## src/mpac_pkg.sv

```systemverilog
// Shared constants and divider sideband types for the acceleration command pipeline.
`timescale 1ns / 1ps
`default_nettype none
package mpac_pkg;

   // configuration register indexes
   localparam logic [2:0] CSR_ACCEL_LIMIT = 3'd0;
   localparam logic [2:0] CSR_MIN_SPEED   = 3'd1;
   localparam logic [2:0] CSR_SPEED_LIMIT = 3'd2;
   localparam logic [2:0] CSR_DEAD_BAND   = 3'd3;
   localparam logic [2:0] CSR_SPEED_RAMP  = 3'd4;
   localparam logic [2:0] CSR_ACCEL_RAMP  = 3'd5;

   // phase codes
   localparam logic [1:0] PH_DEAD   = 2'd0;
   localparam logic [1:0] PH_DECEL  = 2'd1;
   localparam logic [1:0] PH_ACCEL  = 2'd2;
   localparam logic [1:0] PH_CRUISE = 2'd3;

   // divider geometry: quotient bits and quotient bits retired per stage
   localparam int QUO_W    = 32;
   localparam int DIV_STEP = 2;

   // sideband carried through the target speed divider
   typedef struct packed {
      logic        dead;
      logic        ramp;
      logic        e_neg;
      logic        e_zero;
      logic [31:0] v;
      logic [63:0] vsq;
      logic [64:0] lim;
   } spd_side_type;

   // sideband carried through the acceleration divider
   typedef struct packed {
      logic dead;
      logic decel;
      logic ramp;
      logic v_neg;
      logic v_zero;
      logic ve_neg;
      logic ave_gt1;
   } acc_side_type;

endpackage
`default_nettype wire

```

## src/mpac_div.sv

```systemverilog
// Pipelined restoring divider with a sideband bus that travels with each quotient.
`timescale 1ns / 1ps
`default_nettype none
module mpac_div #(
   parameter int N    = mpac_pkg::QUO_W,
   parameter int STEP = mpac_pkg::DIV_STEP,
   parameter int PW   = 8
) (
   input  wire logic            clock,
   input  wire logic            reset,
   input  wire logic            in_valid,
   input  wire logic [2*N-1:0]  in_dividend,
   input  wire logic [N-1:0]    in_divisor,
   input  wire logic [PW-1:0]   in_side,
   output logic                 out_valid,
   output logic [N-1:0]         out_quotient,
   output logic [PW-1:0]        out_side
);

   localparam int NST = N / STEP;

   // the upper dividend half must already be below the divisor
   logic [NST-1:0] valid_ff;
   logic [N-1:0]   rem_ff  [NST];
   logic [N-1:0]   word_ff [NST];
   logic [N-1:0]   dvs_ff  [NST];
   logic [PW-1:0]  side_ff [NST];

   for (genvar s = 0; s < NST; s++) begin : g_stage
      logic          valid_src;
      logic [N-1:0]  rem_src, word_src, dvs_src;
      logic [PW-1:0] side_src;
      logic [N-1:0]  rem_in, word_in;

      if (s == 0) begin : g_head
         assign valid_src = in_valid;
         assign rem_src   = in_dividend[2*N-1:N];
         assign word_src  = in_dividend[N-1:0];
         assign dvs_src   = in_divisor;
         assign side_src  = in_side;
      end else begin : g_body
         assign valid_src = valid_ff[s-1];
         assign rem_src   = rem_ff[s-1];
         assign word_src  = word_ff[s-1];
         assign dvs_src   = dvs_ff[s-1];
         assign side_src  = side_ff[s-1];
      end

      always_comb begin
         logic [N:0]   trial;
         logic [N-1:0] r, w;
         r = rem_src;
         w = word_src;
         for (int k = 0; k < STEP; k++) begin
            trial = {r, w[N-1]};
            if (trial >= {1'b0, dvs_src}) begin
               r = N'(trial - {1'b0, dvs_src});
               w = {w[N-2:0], 1'b1};
            end else begin
               r = trial[N-1:0];
               w = {w[N-2:0], 1'b0};
            end
         end
         rem_in  = r;
         word_in = w;
      end

      always_ff @(posedge clock) begin
         if (reset) begin
            valid_ff[s] <= 1'b0;
         end else begin
            valid_ff[s] <= valid_src;
         end
         rem_ff[s]  <= rem_in;
         word_ff[s] <= word_in;
         dvs_ff[s]  <= dvs_src;
         side_ff[s] <= side_src;
      end
   end

   assign out_valid    = valid_ff[NST-1];
   assign out_quotient = word_ff[NST-1];
   assign out_side     = side_ff[NST-1];

endmodule
`default_nettype wire

```

## config.mk

```make
export PLATFORM = sky130hd
export DESIGN_NAME = mpac_div
export DESIGN_NICKNAME = d
export VERILOG_FILES = /design/src/mpac_pkg.sv /design/src/mpac_div.sv
export SDC_FILE = /design/constraint.sdc
export NUM_CORES = 2
export LEC_CHECK = 0
export BUFFER_PORTS_ARGS = -buffer_cell sky130_fd_sc_hd__buf_4
export CORE_AREA = 2 2 409 411
export CTS_CLUSTER_DIAMETER = 80
export CTS_CLUSTER_SIZE = 28
export DETAILED_ROUTE_END_ITERATION = 8
export DIE_AREA = 0 0 411 413
export GPL_ROUTABILITY_DRIVEN = 1
export GPL_TIMING_DRIVEN = 0
export PLACE_DENSITY = 0.73
export SLEW_MARGIN = 5
export SYNTH_ARGS = -nofsm -noshare
export SYNTH_HDL_FRONTEND = slang
export SYNTH_SLANG_ARGS = --single-unit
```

## constraint.sdc

```tcl
create_clock -name clock -period 12.6 [get_ports clock]
set_clock_uncertainty 0.15 [all_clocks]
set_input_delay 1.89 -clock clock [delete_from_list [all_inputs] [get_ports clock]]
set_output_delay 1.89 -clock clock [all_outputs]
set_load 0.02 [all_outputs]
```

## Yosys cells after proc, flatten, opt, wreduce, memory -nomap -nowiden

Memory sizes are Yosys's and may differ from the RTL's.
Cells that the tools add are included.

| word-level totals | value |
|---|---|
| bits in writable memories | 1664 |
| bits in registers | 16 |
| output and inout port bits | 41 |
| input port bits | 107 |
| memories | 4 |
| logic and storage cells | 148 |

| cells by class | value |
|---|---|
| magnitude comparators | 32 |
| add/sub/neg operators | 32 |
| mux-type cells | 64 |

Memories:

| name | words | bits a word | rd ports | clocked after memory_dff | write ports | line | text |
|---|---|---|---|---|---|---|---|
| dvs_ff | 16 | 32 | 15 | 0 | 16 | mpac_div.sv:26 | `logic [N-1:0] dvs_ff [NST];` |
| rem_ff | 16 | 32 | 15 | 0 | 16 | mpac_div.sv:24 | `logic [N-1:0] rem_ff [NST];` |
| word_ff | 16 | 32 | 16 | 0 | 16 | mpac_div.sv:25 | `logic [N-1:0] word_ff [NST];` |
| side_ff | 16 | 8 | 16 | 0 | 16 | mpac_div.sv:27 | `logic [PW-1:0] side_ff [NST];` |

Operator list:

| kind | number |
|---|---|
| greater-or-equal comparator 33 x 32 -> 1 bit | 32 |
| 2-to-1 mux 32 bit | 32 |
| subtractor 32 bit | 32 |
| 2-to-1 mux 1 bit | 32 |

## Logic depth before layout (Yosys ltp)

| logic depth | value |
|---|---|
| word-level depth | 4 |
| mapped depth | 29 |
| depth with buffers taken out | 26 |

## Worst setup path before layout

No wires, ideal clock.

| path | value |
|---|---|
| path kind | input port to flip-flop |
| start point | in in_divisor[1] |
| end point | mem rem_ff[0][23] (netlist bit) |
| path buffers | 4 |
| arrival time | 7.531 ns |
| required time | 12.329 ns |
| path slack | 4.799 ns |
| setup time | 0.121 ns |
| cell stages on the path | 28 |
| cell sequence | inv_1 ha_1 nor2b_1 o21ai_0 a21oi_1 o21ai_0 a211oi_1 o31ai_1 or3_1 o211ai_1 clkbuf_1 clkbuf_1 a21oi_1 ha_1 nor2b_1 o21ai_0 a21o_1 a31oi_1 a31oi_1 o211a_1 a31oi_1 nor2b_1 a2111oi_2 and2_0 buf_2 inv_4 buf_4 mux2_2 |

RTL lines:

| element | line | text |
|---|---|---|
| from (decl) | mpac_div.sv:13 | `input wire logic [N-1:0] in_divisor,` |
| to (decl) | mpac_div.sv:24 |  |

==> results.toml <==
[final_layout]
fillers = 14600
postLayoutCellArea_sq_um = 101000
final_core_util_pct = 60.9
syn_to_final_growth_pct = 7.59
final_nets = 11700
drive_gt1_share_pct = 10.0

[setup_path]
worstSetupEndpointType = "flip-flop"
worstSetupPathType = "in -> reg"
reg2reg_depth = 27
cp_data_arrival_time_ps = 9960
cp_max_fo = 10
start_kind = "input pin"
r2r_setup_slack_ps = 3480
rr_endpoint = "rem_ff[1][220]$_DFF_P_"
reg2reg_from = "dvs_ff[1][174]$_DFF_P_"
critical_path_required_ps = 13070

[placement]
gp_congestion = 0.989
io_buffers = 147
postPlaceCellArea_sq_um = 97800
dp_hpwl_mm = 221

[yosys]
synth_area_leaders = "dfxtp_1, ha_1, mux2_2"
yosys.area.top_type = "dfxtp_1"
synth-edff-count = 0
synth_nets = 11500
synth_warnings = 0
syn_area_sq_um = 93900
syn_inst = 10300
synth_top_area_share_pct = 34.4
ys.flop_type = "dfxtp_1"
ys_seq_area_share_pct = 34.4
synth_seq_cells = 1616
syn-mean-instance-area_sq_um = 9.08
postSynth.asyncResetShare_pct = 0
ys_types = 95

[sta]
setup-violations-final = 0
period_needed_ps = 9490
tns_ps = 0
fmax_mhz = 105
rsz0062_at_grt = "no"
fin_crit_sh_pct = 75.3
drv_slew = 0
hold_viol = 0
max-slew-margin-rel_pct = 25.4
worst_pin_slew_ps = 1120

[drt]
dr.pass1.iters = 6
ant_nets = 0
drtIter0Drc = 6064
dr_total_vias = 76100
wl_per_cell_um = 20.8
wl_mm = 268
viasPerCell = 5.93
drc_errors = 0

[cts]
post_cts_resized = 0
cts_tree = "yes"
cts.clk_slew.worst_paths_ps = 100
root_buffer = "clkbuf_16"
clockBufferDepth = 3
insertion_delay_ps = 760
holdBufCountCts = 0
htreeDepth = 3
clock-sinks = 1616
cts_buffers = 91
post_cts_buffers = 0

[global_route]
grt_pass1_vias = 73500
grt.overflow.total = 0
grt_antenna_before_repair = 6
grt_max_degree = 29
grt_pass1_wl_mm = 408
track_usage_pct = 30.5

[floorplan]
start_util_pct = 56.6
die-area_sq_um = 170000
die_y_um = 413
die_x_um = 411
rows = 150
io_pins = 148
core_sq_um = 166000

[worst_hold_path]
hp-start = "word_ff[1][147]$_DFF_P_"
hold_path_end = "word_ff[1][181]$_DFF_P_"
hp-class = "reg -> reg"
whs_path_depth = 0

[run]
cap_viol_max_count = 0

[outcome]
status = "finished, final reports clean"
-- layout by cell type (no fill, tap or decap), drive strengths merged, types with 43 or more instances in the layout --
master	instances
a211oi	79
a21o	502
a21oi	957
a31oi	96
and2	43
and3	80
buf	224
clkbuf	218
dfxtp	1616
ha	1024
inv	875
mux2	619
mux2i	46
nand2	532
nand2b	105
nand3	189
nand4	146
nor2	637
nor2b	120
nor3	159
o211ai	55
o21a	154
o21ai	516
o21bai	151
o31ai	55
or3	44
xnor2	575
xor2	247
-- critical path, stage by stage --
cell and delay [ps]:
buf_4 90, inv_1 70, ha_1 350, inv_1 110
nor3_1 350, o21ai_0 230, a211oi_1 660, o31ai_1 330
or3_1 400, o211ai_1 130, clkbuf_1 540, clkbuf_1 580
a21oi_1 270, ha_1 340, nor2b_1 130, o21ai_0 210
a21o_1 180, a31oi_1 120, a31oi_1 460, o211a_1 320
a31oi_1 160, nor2b_1 180, a2111oi_2 740, and2_0 210
buf_2 250, inv_4 130, buf_4 210, mux2_2 300
-- cell families (layout without fill, tap and decap cells) --
| logic type | count (synthesis) | after routing | synth area share, % |
|---|---|---|---|
| multiplexers | 665 | 665 | 7.91 |
| flip-flops | 1616 | 1616 | 34.4 |
| other | 0 | 2 | 0 |
| AND/OR/NAND/NOR | 2215 | 2215 | 11.4 |
| AO/OA/AOI/OAI | 2923 | 2923 | 19.9 |
| adder cells (fa/ha/maj) | 1055 | 1055 | 14.3 |
| buffers and inverters | 1047 | 1345 | 4.34 |
| XOR/XNOR | 822 | 822 | 7.67 |
-- cells in the mapped netlist, drive strengths merged, types with 28 or more instances --
library cell	count
dfxtp	1616
ha	1024
a21oi	957
inv	848
nor2	637
mux2	619
xnor2	575
nand2	532
o21ai	516
a21o	502
xor2	247
nand3	189
nor3	159
o21a	154
o21bai	151
nand4	146
clkbuf	120
nor2b	120
nand2b	105
a31oi	96
and3	80
a211oi	79
buf	77
o211ai	55
o31ai	55
mux2i	46
or3	44
and2	43
or2	33
nor4	32
fa	31
a221oi	30
a21boi	28
-- registers in the layout (all words and copies together), names as in the netlist --
name,count
word_ff,512
dvs_ff,480
out_valid,1
side_ff,128
rem_ff,480
g_stage.valid_src,15
-- layout make-up --
cell class	count	area (sq um)	area share [%]
plain buffers	197	877	0.868
well taps	2204	2760	2.73
inverters	850	3200	3.16
diodes	2	5.00	0.00495
clock buffers	98	2400	2.37
multi-input cells	7680	57500	56.9
flip-flops and latches	1616	32400	32.0
repair buffers	147	1100	1.09
clock inverters	53	860	0.851
-- worst max-delay path by stage --
stage	endpoint	cells after the start	slack, ps	from
2_1_floorplan	rem_ff[0][23]$_DFF_P_	28	4800	in_divisor[1]
3_3_place_gp	rem_ff[0][24]$_DFF_P_	29	2550	in_divisor[1]
3_5_place_dp	rem_ff[0][25]$_DFF_P_	29	2560	in_divisor[1]
4_1_cts	rem_ff[0][17]$_DFF_P_	29	3360	in_divisor[1]
5_1_grt	rem_ff[0][12]$_DFF_P_	29	2610	in_divisor[1]
6_report	rem_ff[0][12]$_DFF_P_	28	3110	in_divisor[9]
-- metrics by stage --
step	hold slack [ps]	worst slack, ps	cells
2_1_floorplan	160	4800	10300
5_1_grt	168	2610	12800
6_report	165	3110	12800
3_5_place_dp	162	2560	12700
4_1_cts	168	3360	12800
3_3_place_gp	160	2550	12700
-- metal layers --
layer  track usage, %  routed length [um]  vias to the layer above
met4             14.7               13500                        4
met3             2.79               13600                      566
li1                 -                   -                    37400
met5                0                  33                        -
met2             53.3              128000                     2369
met1             37.8              113000                    35800
Power is left out: the tool's default activity adds up to more than one toggle a clock period on the data nets, which glitch-free logic cannot reach.
